**config.mk**
```make
export PLATFORM = sky130hd
export DESIGN_NAME = pair_keyed_accumulate_table
export DESIGN_NICKNAME = d
export VERILOG_FILES = /design/src/design/pkat_pkg.sv /design/src/design/pkat_cell.sv /design/src/design/pkat_row.sv /design/src/design/pair_keyed_accumulate_table.sv
export SDC_FILE = /design/constraint.sdc
export NUM_CORES = 2
export LEC_CHECK = 0
export BUFFER_PORTS_ARGS = -buffer_cell sky130_fd_sc_hd__buf_4
export CORE_AREA = 2 2 313 438
export CTS_CLUSTER_SIZE = 8
export DETAILED_ROUTE_END_ITERATION = 8
export DIE_AREA = 0 0 315 440
export GPL_TIMING_DRIVEN = 0
export PLACE_DENSITY = 0.71
export SLEW_MARGIN = 40
export SYNTH_ARGS = -nofsm -noshare
export SYNTH_HDL_FRONTEND = slang
export SYNTH_HIERARCHICAL = 1
export SYNTH_SLANG_ARGS = --single-unit
export TNS_END_PERCENT = 10
```
**constraint.sdc**
```tcl
create_clock -name i_clk -period 7 [get_ports i_clk]
set_input_delay 0.35 -clock i_clk [delete_from_list [all_inputs] [get_ports i_clk]]
set_output_delay 0.35 -clock i_clk [all_outputs]
set_load 0.005 [all_outputs]
```
**src/design/pkat_pkg.sv**
```systemverilog
`timescale 1ns / 1ps
`default_nettype none

package pkat_pkg;

    // table geometry
    localparam int DEPTH   = 32;
    localparam int IDX_W   = $clog2(DEPTH);
    localparam int CNT_W   = $clog2(DEPTH + 1);

    // id handling: ids travel on 8-bit fields, only the low ID_BITS bits count
    localparam int ID_W    = 8;
    localparam int ID_BITS = 8;
    localparam logic [ID_W-1:0] ID_MASK = ID_W'((1 << ID_BITS) - 1);

    // amount and result widths
    localparam int AMT_IN_W = 16;
    localparam int AMT_W    = 20;
    localparam int SUM_W    = 25;
    localparam int VAL_W    = 26;
    localparam logic [AMT_W-1:0] AMT_MAX = '1;
    localparam logic [SUM_W-1:0] SUM_MAX = '1;
    localparam logic [VAL_W-1:0] VAL_NOT_FOUND = '1;

    // stream widths
    localparam int IN_DATA_W  = 32;
    localparam int IN_USER_W  = 4;
    localparam int OUT_DATA_W = 64;

    typedef enum logic [3:0] {
        OP_CLEAR    = 4'd0,
        OP_ADD      = 4'd1,
        OP_APPEND   = 4'd2,
        OP_REMOVE   = 4'd3,
        OP_LOOKUP   = 4'd4,
        OP_SUM_SRC  = 4'd5,
        OP_SUM_DST  = 4'd6,
        OP_LIST_SRC = 4'd7,
        OP_LIST_DST = 4'd8
    } t_op;

    typedef enum logic [1:0] {
        MODE_PAIR = 2'd0,
        MODE_SRC  = 2'd1,
        MODE_DST  = 2'd2
    } t_mode;

    typedef struct packed {
        logic [ID_W-1:0]  src;
        logic [ID_W-1:0]  dst;
        logic [AMT_W-1:0] amount;
    } t_entry;

    typedef struct packed {
        logic shift_in;   // take the entry of the next cell up the chain
        logic load_new;   // take the broadcast entry
        logic amt_only;   // take only the broadcast amount
    } t_cell_ctl;

endpackage

`default_nettype wire

```
**src/design/pkat_cell.sv**
```systemverilog
`timescale 1ns / 1ps
`default_nettype none

module pkat_cell (
    input  wire logic                      i_clk,
    input  wire pkat_pkg::t_cell_ctl       i_ctl,
    input  wire pkat_pkg::t_entry          i_new,
    input  wire pkat_pkg::t_entry          i_nbr,
    input  wire logic [pkat_pkg::ID_W-1:0] i_key_src,
    input  wire logic [pkat_pkg::ID_W-1:0] i_key_dst,
    input  wire pkat_pkg::t_mode           i_mode,
    output pkat_pkg::t_entry               o_entry,
    output logic                           o_match
);

    pkat_pkg::t_entry r_entry;

    always_ff @(posedge i_clk) begin
        if (i_ctl.shift_in) begin
            r_entry <= i_nbr;
        end else if (i_ctl.load_new) begin
            r_entry <= i_new;
        end else if (i_ctl.amt_only) begin
            r_entry.amount <= i_new.amount;
        end
    end

    always_comb begin
        unique case (i_mode)
            pkat_pkg::MODE_PAIR: o_match = (r_entry.src == i_key_src) &&
                                           (r_entry.dst == i_key_dst);
            pkat_pkg::MODE_SRC:  o_match = (r_entry.src == i_key_src);
            pkat_pkg::MODE_DST:  o_match = (r_entry.dst == i_key_dst);
            default:             o_match = 1'b0;
        endcase
    end

    assign o_entry = r_entry;

endmodule

`default_nettype wire

```
**src/design/pkat_row.sv**
```systemverilog
`timescale 1ns / 1ps
`default_nettype none

module pkat_row (
    input  wire logic                                    i_clk,
    input  wire pkat_pkg::t_cell_ctl [pkat_pkg::DEPTH-1:0] i_ctl,
    input  wire pkat_pkg::t_entry                        i_new,
    input  wire logic [pkat_pkg::ID_W-1:0]               i_key_src,
    input  wire logic [pkat_pkg::ID_W-1:0]               i_key_dst,
    input  wire pkat_pkg::t_mode                         i_mode,
    input  wire logic [pkat_pkg::DEPTH-1:0]              i_sel,
    output logic [pkat_pkg::DEPTH-1:0]                   o_match,
    output pkat_pkg::t_entry                             o_sel_entry
);

    pkat_pkg::t_entry w_entry [pkat_pkg::DEPTH];

    // cell i hands its entry down to cell i-1; the top cell feeds itself
    for (genvar gi = 0; gi < pkat_pkg::DEPTH; gi++) begin : g_cell
        pkat_pkg::t_entry w_nbr;

        if (gi == pkat_pkg::DEPTH - 1) begin : g_top
            assign w_nbr = w_entry[gi];
        end else begin : g_mid
            assign w_nbr = w_entry[gi + 1];
        end

        pkat_cell u_cell (
            .i_clk     (i_clk),
            .i_ctl     (i_ctl[gi]),
            .i_new     (i_new),
            .i_nbr     (w_nbr),
            .i_key_src (i_key_src),
            .i_key_dst (i_key_dst),
            .i_mode    (i_mode),
            .o_entry   (w_entry[gi]),
            .o_match   (o_match[gi])
        );
    end

    // one-hot select of a single entry
    always_comb begin
        o_sel_entry = '0;
        for (int i = 0; i < pkat_pkg::DEPTH; i++) begin
            if (i_sel[i]) begin
                o_sel_entry = pkat_pkg::t_entry'(o_sel_entry | w_entry[i]);
            end
        end
    end

endmodule

`default_nettype wire

```
**src/design/pair_keyed_accumulate_table.sv**
```systemverilog
// request to result: clear, append and unknown codes go straight to the apply step; add, remove,
//   lookup pass the match, pick and apply steps; sums and lists pass the match, pick and scan steps,
//   lists giving one entry per cycle while the result side does not stall
// throughput: one request at a time through the match, pick, apply and scan steps over the cell row;
//   the next request is taken once the last result of the previous one enters the result register
// reset: synchronous, active low; empties the table and drops any pending result
`timescale 1ns / 1ps
`default_nettype none

module pair_keyed_accumulate_table (
    input  wire logic                                 i_clk,
    input  wire logic                                 i_rst_n,
    // request stream
    input  wire logic                                 i_s_tvalid,
    output logic                                      o_s_tready,
    // [7:0] source_region, [15:8] dest_region, [31:16] amount
    input  wire logic [pkat_pkg::IN_DATA_W-1:0]       i_s_tdata,
    // [3:0] operation
    input  wire logic [pkat_pkg::IN_USER_W-1:0]       i_s_tuser,
    // result stream
    output logic                                      o_m_tvalid,
    input  wire logic                                 i_m_tready,
    // [25:0] value, [33:26] item_source, [41:34] item_dest,
    // [61:42] item_amount, [62] found, [63] status
    output logic [pkat_pkg::OUT_DATA_W-1:0]           o_m_tdata,
    output logic                                      o_m_tlast
);

    typedef enum logic [2:0] {
        S_IDLE,
        S_MATCH,
        S_PICK,
        S_APPLY,
        S_SCAN
    } t_state;

    localparam int DEPTH = pkat_pkg::DEPTH;
    localparam int CNT_W = pkat_pkg::CNT_W;
    localparam int AMT_W = pkat_pkg::AMT_W;
    localparam int SUM_W = pkat_pkg::SUM_W;
    localparam int VAL_W = pkat_pkg::VAL_W;
    localparam int ID_W  = pkat_pkg::ID_W;

    // control state
    t_state                      r_state;
    logic [CNT_W-1:0]            r_count;
    logic                        r_out_valid;

    // request being worked on
    logic [3:0]                  r_op;
    logic [ID_W-1:0]             r_src;
    logic [ID_W-1:0]             r_dst;
    logic [pkat_pkg::AMT_IN_W-1:0] r_amt;

    // match bookkeeping
    logic [DEPTH-1:0]            r_match;   // matches not yet picked
    logic [DEPTH-1:0]            r_sel;     // one-hot entry being used
    logic                        r_any;
    logic [SUM_W-1:0]            r_sum;

    // result register
    logic [VAL_W-1:0]            r_out_value;
    logic [ID_W-1:0]             r_out_src;
    logic [ID_W-1:0]             r_out_dst;
    logic [AMT_W-1:0]            r_out_amount;
    logic                        r_out_found;
    logic                        r_out_status;
    logic                        r_out_last;

    // request fields
    logic [3:0]                  w_in_op;
    logic [ID_W-1:0]             w_in_src;
    logic [ID_W-1:0]             w_in_dst;
    logic [pkat_pkg::AMT_IN_W-1:0] w_in_amt;

    logic                        w_accept;
    logic                        w_out_free;
    logic                        w_out_load;
    logic                        w_full;
    logic                        w_is_sum;
    logic                        w_is_scan;
    pkat_pkg::t_mode             w_mode;

    logic [DEPTH-1:0]            w_match;
    logic [DEPTH-1:0]            w_below;
    logic [DEPTH-1:0]            w_at_count;
    logic [DEPTH-1:0]            w_first;
    logic [DEPTH-1:0]            w_from_sel;

    pkat_pkg::t_entry            w_sel_entry;
    pkat_pkg::t_entry            w_new;
    pkat_pkg::t_cell_ctl [DEPTH-1:0] w_ctl;

    logic [AMT_W:0]              w_merge_raw;
    logic [AMT_W-1:0]            w_merged;
    logic [SUM_W:0]              w_sum_raw;
    logic [SUM_W-1:0]            w_sum_next;

    assign w_in_src = i_s_tdata[7:0] & pkat_pkg::ID_MASK;
    assign w_in_dst = i_s_tdata[15:8] & pkat_pkg::ID_MASK;
    assign w_in_amt = i_s_tdata[31:16];
    assign w_in_op  = i_s_tuser;

    assign o_s_tready = (r_state == S_IDLE);
    assign w_accept   = i_s_tvalid && o_s_tready;
    assign w_out_free = !r_out_valid || i_m_tready;
    assign w_full     = (r_count == CNT_W'(DEPTH));

    // a new result enters the result register this cycle
    assign w_out_load = w_out_free &&
                        ((r_state == S_APPLY) ||
                         ((r_state == S_SCAN) && !(w_is_sum && (r_sel != '0))));

    // how the cells compare their entry against the request key
    always_comb begin
        w_is_sum  = 1'b0;
        w_is_scan = 1'b0;
        w_mode    = pkat_pkg::MODE_PAIR;
        case (r_op) inside
            pkat_pkg::OP_SUM_SRC: begin
                w_is_sum  = 1'b1;
                w_is_scan = 1'b1;
                w_mode    = pkat_pkg::MODE_SRC;
            end
            pkat_pkg::OP_SUM_DST: begin
                w_is_sum  = 1'b1;
                w_is_scan = 1'b1;
                w_mode    = pkat_pkg::MODE_DST;
            end
            pkat_pkg::OP_LIST_SRC: begin
                w_is_scan = 1'b1;
                w_mode    = pkat_pkg::MODE_SRC;
            end
            pkat_pkg::OP_LIST_DST: begin
                w_is_scan = 1'b1;
                w_mode    = pkat_pkg::MODE_DST;
            end
            default: begin
                w_mode = pkat_pkg::MODE_PAIR;
            end
        endcase
    end

    // live entries and the append slot
    always_comb begin
        for (int i = 0; i < DEPTH; i++) begin
            w_below[i]    = (CNT_W'(i) < r_count);
            w_at_count[i] = (CNT_W'(i) == r_count);
        end
    end

    // lowest remaining match, and every cell at or above the selected one
    assign w_first    = r_match & (~r_match + DEPTH'(1));
    assign w_from_sel = ~(r_sel - DEPTH'(1));

    // saturating merge and running sum
    assign w_merge_raw = {1'b0, w_sel_entry.amount} + (AMT_W + 1)'(r_amt);
    assign w_merged    = w_merge_raw[AMT_W] ? pkat_pkg::AMT_MAX : w_merge_raw[AMT_W-1:0];
    assign w_sum_raw   = {1'b0, r_sum} + (SUM_W + 1)'(w_sel_entry.amount);
    assign w_sum_next  = w_sum_raw[SUM_W] ? pkat_pkg::SUM_MAX : w_sum_raw[SUM_W-1:0];

    assign w_new.src    = r_src;
    assign w_new.dst    = r_dst;
    assign w_new.amount = r_any ? w_merged : AMT_W'(r_amt);

    // table writes all happen in the apply step
    always_comb begin
        w_ctl = '0;
        if (r_state == S_APPLY && w_out_free) begin
            for (int i = 0; i < DEPTH; i++) begin
                case (r_op)
                    pkat_pkg::OP_ADD: begin
                        w_ctl[i].amt_only = r_any && r_sel[i];
                        w_ctl[i].load_new = !r_any && !w_full && w_at_count[i];
                    end
                    pkat_pkg::OP_APPEND: begin
                        w_ctl[i].load_new = !w_full && w_at_count[i];
                    end
                    pkat_pkg::OP_REMOVE: begin
                        // close the gap: everything above the hit moves down one cell
                        w_ctl[i].shift_in = r_any && w_from_sel[i];
                    end
                    default: begin
                        w_ctl[i] = '0;
                    end
                endcase
            end
        end
    end

    pkat_row u_row (
        .i_clk       (i_clk),
        .i_ctl       (w_ctl),
        .i_new       (w_new),
        .i_key_src   (r_src),
        .i_key_dst   (r_dst),
        .i_mode      (w_mode),
        .i_sel       (r_sel),
        .o_match     (w_match),
        .o_sel_entry (w_sel_entry)
    );

    always_ff @(posedge i_clk) begin
        if (!i_rst_n) begin
            r_state     <= S_IDLE;
            r_count     <= '0;
            r_out_valid <= 1'b0;
        end else begin
            if (r_out_valid && i_m_tready && !w_out_load) begin
                r_out_valid <= 1'b0;
            end

            unique case (r_state)
                S_IDLE: begin
                    if (w_accept) begin
                        r_op  <= w_in_op;
                        r_src <= w_in_src;
                        r_dst <= w_in_dst;
                        r_amt <= w_in_amt;
                        r_sel <= '0;
                        r_any <= 1'b0;
                        r_sum <= '0;
                        case (w_in_op) inside
                            pkat_pkg::OP_ADD, pkat_pkg::OP_REMOVE, pkat_pkg::OP_LOOKUP,
                            pkat_pkg::OP_SUM_SRC, pkat_pkg::OP_SUM_DST,
                            pkat_pkg::OP_LIST_SRC, pkat_pkg::OP_LIST_DST: begin
                                r_state <= S_MATCH;
                            end
                            default: begin
                                r_state <= S_APPLY;
                            end
                        endcase
                    end
                end

                S_MATCH: begin
                    r_match <= w_match & w_below;
                    r_state <= S_PICK;
                end

                S_PICK: begin
                    r_sel   <= w_first;
                    r_match <= r_match & ~w_first;
                    r_any   <= |r_match;
                    r_state <= w_is_scan ? S_SCAN : S_APPLY;
                end

                S_APPLY: begin
                    if (w_out_free) begin
                        r_out_valid  <= 1'b1;
                        r_out_src    <= '0;
                        r_out_dst    <= '0;
                        r_out_amount <= '0;
                        r_out_last   <= 1'b1;
                        r_state      <= S_IDLE;
                        case (r_op)
                            pkat_pkg::OP_CLEAR: begin
                                r_count      <= '0;
                                r_out_value  <= '0;
                                r_out_found  <= 1'b0;
                                r_out_status <= 1'b0;
                            end
                            pkat_pkg::OP_ADD: begin
                                r_out_found  <= r_any;
                                r_out_status <= !r_any && w_full;
                                if (r_any) begin
                                    r_out_value <= VAL_W'(w_merged);
                                end else if (!w_full) begin
                                    r_count     <= r_count + CNT_W'(1);
                                    r_out_value <= VAL_W'(r_amt);
                                end else begin
                                    r_out_value <= '0;
                                end
                            end
                            pkat_pkg::OP_APPEND: begin
                                r_out_found  <= 1'b0;
                                r_out_status <= w_full;
                                if (!w_full) begin
                                    r_count     <= r_count + CNT_W'(1);
                                    r_out_value <= VAL_W'(r_amt);
                                end else begin
                                    r_out_value <= '0;
                                end
                            end
                            pkat_pkg::OP_REMOVE: begin
                                r_out_found  <= r_any;
                                r_out_status <= 1'b0;
                                if (r_any) begin
                                    r_count     <= r_count - CNT_W'(1);
                                    r_out_value <= VAL_W'(w_sel_entry.amount);
                                end else begin
                                    r_out_value <= '0;
                                end
                            end
                            pkat_pkg::OP_LOOKUP: begin
                                r_out_found  <= r_any;
                                r_out_status <= 1'b0;
                                if (r_any) begin
                                    r_out_value <= VAL_W'(w_sel_entry.amount);
                                end else begin
                                    r_out_value <= pkat_pkg::VAL_NOT_FOUND;
                                end
                            end
                            default: begin
                                r_out_value  <= '0;
                                r_out_found  <= 1'b0;
                                r_out_status <= 1'b0;
                            end
                        endcase
                    end
                end

                S_SCAN: begin
                    if (w_out_free) begin
                        if (r_sel != '0) begin
                            // use the picked entry and pick the next one
                            r_sel   <= w_first;
                            r_match <= r_match & ~w_first;
                            if (w_is_sum) begin
                                r_sum <= w_sum_next;
                            end else begin
                                r_out_valid  <= 1'b1;
                                r_out_value  <= '0;
                                r_out_src    <= w_sel_entry.src;
                                r_out_dst    <= w_sel_entry.dst;
                                r_out_amount <= w_sel_entry.amount;
                                r_out_found  <= 1'b1;
                                r_out_status <= 1'b0;
                                r_out_last   <= (r_match == '0);
                                if (r_match == '0) begin
                                    r_state <= S_IDLE;
                                end
                            end
                        end else begin
                            // sum finished, or a list with no match at all
                            r_out_valid  <= 1'b1;
                            r_out_value  <= w_is_sum ? VAL_W'(r_sum) : '0;
                            r_out_src    <= '0;
                            r_out_dst    <= '0;
                            r_out_amount <= '0;
                            r_out_found  <= w_is_sum && r_any;
                            r_out_status <= 1'b0;
                            r_out_last   <= 1'b1;
                            r_state      <= S_IDLE;
                        end
                    end
                end

                default: begin
                    r_state <= S_IDLE;
                end
            endcase
        end
    end

    assign o_m_tvalid = r_out_valid;
    assign o_m_tlast  = r_out_last;
    assign o_m_tdata  = {r_out_status, r_out_found, r_out_amount,
                         r_out_dst, r_out_src, r_out_value};

endmodule

`default_nettype wire

```
==> impl_results.md <==
- Maximum clock frequency: 147 MHz
- Sequential Area: slightly above 40,000 um2
- Total number of nets in the final design: 6,004
- Combinational family with the most area after synthesis: multiplexers
- Slew @ Worst Pin: 1030 ps
- Worst path setup slack after routing: 193 ps
- Die height: around 440 um
- Pins over their slew limit: 0
- Congestion Overflow GR: 0
- Critical path data arrival time: about 7500 ps
- Clock net sink count: 1,353
- Number of register bits inferred by synthesis: about 1,400
- Ratio of total power to cell area: 271 nW/um2
- Skew final: 51.4 ps
- Syn avg cell area: 13.6 um2
- Full die area: 139,000 um2
- Root buf cell: sky130_fd_sc_hd__clkbuf_16
- Element type at the critical path end: register
- Net count after synthesis: 5,512
- Static leakage: 28.6 nW
- Clock-pin transition on the worst setup and hold timing paths: 50 ps
- Hold Path Class: primary input to register
- Initial DRT Pass Iterations: 9
- Crit path launch type: register
- H-tree levels: 4
- HPWL Detailed: 229,000 um
- Required time of the critical path: 7700 ps
- Unrepaired setup endpoints after global routing: no
- # placed instances: 7,473
- Largest fanout on the critical path: 17
- Routed wire length: between 300,000 and 400,000 um
- Placement Cell Area: 79,300 um2
- Synthesized area: 73,700 um2
- Via count: slightly below 60,000
- Final design instance area without fill: 84,900 um2
- Top-level port count: 107
- Worst VDD drop: ~0.24 mV
- Worst max-slew margin expressed relative to the limit: 30.5%
- Area used by multi-input combinational logic: 31,300 um2
- Part of the Yosys area used for sequential elements: between 50 and 60%
- Parity-gate share of the synthesized area counting xor and xnor cells: 6.74%
- DRT iter0 DRCs: 9,701
- Top flip-flop cell by instance count after synthesis: sky130_fd_sc_hd__edfxtp_1
- Category of the critical setup timing path: register to register
- Post-synthesis compound-gate area fraction: under 10%
- Antenna Violating Nets Remaining: 0
- Fill count: 10,380
- Number of synthesized flops with an enable pin: approximately 1,300
- Final critical-path share of the clock period: 97.2%
- Final GP Congestion: 1.05
- Worst Reg2Reg Path Length in Cells: 17
- Count of final hold-check violations: 0
- Largest net degree at the start of global routing: 38
- Arithmetic-cell share of the synthesized area counting full adders, half adders and majority gates: 0.751%
- Port bufs: roughly 110
- Area of the core: 135,000 um2
- Clock period minus final worst setup slack: 6810 ps
- Deepest clock path buffer count: 3
- Layout cells sized above 1: between 30% and 40%
- Area Growth Syn to Fin: 15.2%
- Result of the run: finished with violations
- Total of endpoints with negative setup slack in the final report: 0
- Min-Delay Path Depth: 4
- Number of instances in the synthesized netlist: 5,429
- Initial antenna violation count: 18
- Wire length of the first global-routing pass: roughly 440,000 um
- Number of resized instances in the post-cts repair step: 0
- Violated checks: design-rule violations
- Overall Global Routing Usage: a little under half
- Vias per inst: 7.46
- Number of placement rows: 160
- Post-route DRC: 4
- Num CTS Buffers: 187
- Non-filler cells, final: 7,736
- Clock latency at the later pin of the worst-skew pair: around 870 ps
- Vias in the first global route: ~56,000
- Post-placement worst setup slack: 642 ps
- Library cells used by synthesis: 80
- Die span in x: 315 um
- Max-cap violations: 0
- Number of warning messages in the yosys log: 6
- Clock tree from TritonCTS: done
- Share of synthesized flip-flops with an asynchronous set or reset: 0%
- Average routed wire per standard cell: around 42 um
- Initial Util: 54.5%
- Simple logic cell fraction of the synthesized area: 7.24%
- Mux contribution to synthesized area: between 10% and 20%
- Overall Power: 23.0 mW
[worst max-delay path, stage by stage (launching register included)]
cell	delay (ps)
sky130_fd_sc_hd__edfxtp_1	650
sky130_fd_sc_hd__buf_2	440
sky130_fd_sc_hd__clkbuf_1	470
sky130_fd_sc_hd__a22oi_1	300
sky130_fd_sc_hd__nand4_1	310
sky130_fd_sc_hd__or4_1	750
sky130_fd_sc_hd__ha_1	380
sky130_fd_sc_hd__clkbuf_1	290
sky130_fd_sc_hd__a21oi_1	190
sky130_fd_sc_hd__a21o_1	190
sky130_fd_sc_hd__nand2_1	100
sky130_fd_sc_hd__a41oi_1	280
sky130_fd_sc_hd__nor3_2	510
sky130_fd_sc_hd__clkbuf_1	490
sky130_fd_sc_hd__nor2_1	220
sky130_fd_sc_hd__a21oi_4	580
sky130_fd_sc_hd__buf_8	270
sky130_fd_sc_hd__mux2_2	180
[power breakdown]
part | total [mW] | internal (mW) | switching (mW)
logic | 4.99 | 1.97 | 3.02
clock network | 8.29 | 4.77 | 3.53
registers | 9.74 | 9.49 | 0.255
[final cells by class]
| class | count | share of cell area, % |
|---|---|---|
| tap | 1782 | 2.63 |
| clock inverter | 14 | 0.341 |
| multi-input combinational | 3712 | 36.9 |
| antenna | 9 | 0.0265 |
| inverter | 37 | 0.164 |
| sequential | 1353 | 47.8 |
| buffer | 327 | 2.49 |
| timing repair buffer | 303 | 4.09 |
| clock buffer | 199 | 5.62 |
[Yosys cell counts (all sizes together), types with 4 or more instances]
| master | count | area share [%] |
|---|---|---|
| a221o | 4 | 0.054 |
| o211ai | 6 | 0.061 |
| o31a | 4 | 0.048 |
| o22ai | 11 | 0.093 |
| a211oi | 37 | 0.59 |
| buf | 239 | 2.4 |
| a41oi | 4 | 0.048 |
| xor2 | 546 | 6.5 |
| a21o | 23 | 0.23 |
| mux2 | 1153 | 18 |
| nor4 | 147 | 1.3 |
| o21bai | 4 | 0.041 |
| nor2 | 153 | 0.79 |
| o31ai | 6 | 0.061 |
| and2 | 49 | 0.42 |
| nor2b | 11 | 0.093 |
| nor4b | 6 | 0.071 |
| dfxtp | 10 | 0.27 |
| a22oi | 578 | 5.9 |
| nor3 | 69 | 0.53 |
| inv | 36 | 0.18 |
| edfxtp | 1343 | 55 |
| nand2b | 10 | 0.085 |
| or2 | 35 | 0.30 |
| nand3 | 47 | 0.32 |
| xnor2 | 21 | 0.25 |
| a31oi | 9 | 0.076 |
| and3 | 54 | 0.46 |
| a21boi | 6 | 0.061 |
| nand2 | 109 | 0.56 |
| ha | 41 | 0.70 |
| or3 | 38 | 0.32 |
| a21oi | 165 | 1.1 |
| nand4 | 151 | 1.3 |
| nor3b | 7 | 0.078 |
| and4b | 4 | 0.054 |
| or4 | 42 | 0.44 |
| o21a | 18 | 0.18 |
| o21ai | 101 | 0.69 |
| clkbuf | 88 | 0.48 |
[stage by stage]
step	util, %	hold slack [ps]	setup TNS (ps)
floorplan	-	449	0
global placement	56.7	528	-435190
detailed placement	58.7	529	0
global route	62.8	78.5	0
CTS	62.7	28.4	0
finish	62.8	61.6	0
[registers in the layout (all words and copies together), names as in the netlist]
signal,count
r_amt,16
r_out_found,1
r_dst,8
r_op,4
r_out_status,1
o_m_tlast,1
r_count,6
r_out_value,26
r_sel,32
u_row/g_cell.u_cell/o_entry,1152
r_state,3
o_m_tvalid,1
r_out_dst,8
r_any,1
r_out_src,8
r_out_amount,20
r_src,8
r_match,32
r_sum,25
[final timing paths]
path	start	to	slack, ps
worst max-delay path	r_sel[16]	u_row/g_cell[14].u_cell/o_entry[5]	190
worst min-delay path	i_m_tready	o_m_tvalid	60
worst max register to register	r_sel[16]	u_row/g_cell[14].u_cell/o_entry[5]	190
worst min register to register	u_row/g_cell[2].u_cell/o_entry[6]	u_row/g_cell[1].u_cell/o_entry[6]	550
[what timing repair did]
| action | 4_1_cts | 5_1_grt |
|---|---|---|
| hold buffers | 38 | 0 |
| hold endpoints to repair | 44 | 0 |
| buffers inserted | 0 | 0 |
[logic make-up after synthesis]
kind of cell | count (synthesis)
compound gates | 1001
mux | 1154
fa+ha+maj | 43
buf+inv | 364
flops | 1353
xor+xnor | 567
simple gates | 947
[layout by cell type, fill, tap and decap left out, types with 27 or more instances in the layout]
cell type,n
sky130_fd_sc_hd__or3_2,27
sky130_fd_sc_hd__a21oi_1,132
sky130_fd_sc_hd__nor3_1,61
sky130_fd_sc_hd__a211oi_2,32
sky130_fd_sc_hd__nand4_1,151
sky130_fd_sc_hd__buf_8,34
sky130_fd_sc_hd__buf_2,113
sky130_fd_sc_hd__dlygate4sd3_1,38
sky130_fd_sc_hd__and2_1,45
sky130_fd_sc_hd__ha_1,41
sky130_fd_sc_hd__and3_1,53
sky130_fd_sc_hd__nor2_1,149
sky130_fd_sc_hd__edfxtp_1,1343
sky130_fd_sc_hd__a22oi_1,578
sky130_fd_sc_hd__inv_1,36
sky130_fd_sc_hd__clkbuf_16,189
sky130_fd_sc_hd__nand2_1,108
sky130_fd_sc_hd__xor2_1,546
sky130_fd_sc_hd__clkbuf_1,79
sky130_fd_sc_hd__mux2_2,1153
sky130_fd_sc_hd__nand3_1,47
sky130_fd_sc_hd__nor4_1,143
sky130_fd_sc_hd__or4_1,40
sky130_fd_sc_hd__buf_6,130
sky130_fd_sc_hd__or2_2,35
sky130_fd_sc_hd__o21ai_0,98
sky130_fd_sc_hd__buf_4,191
[layer usage]
layer	GRT usage [%]	share of wire, %	up-vias
met5	0.524	0.038	-
met4	46.7	13	18
met3	16.9	14	1694
met2	67.5	43	5363
met1	50.4	31	28231
li1	-	-	22398
Note: power is estimated with default switching activity, not from simulation.
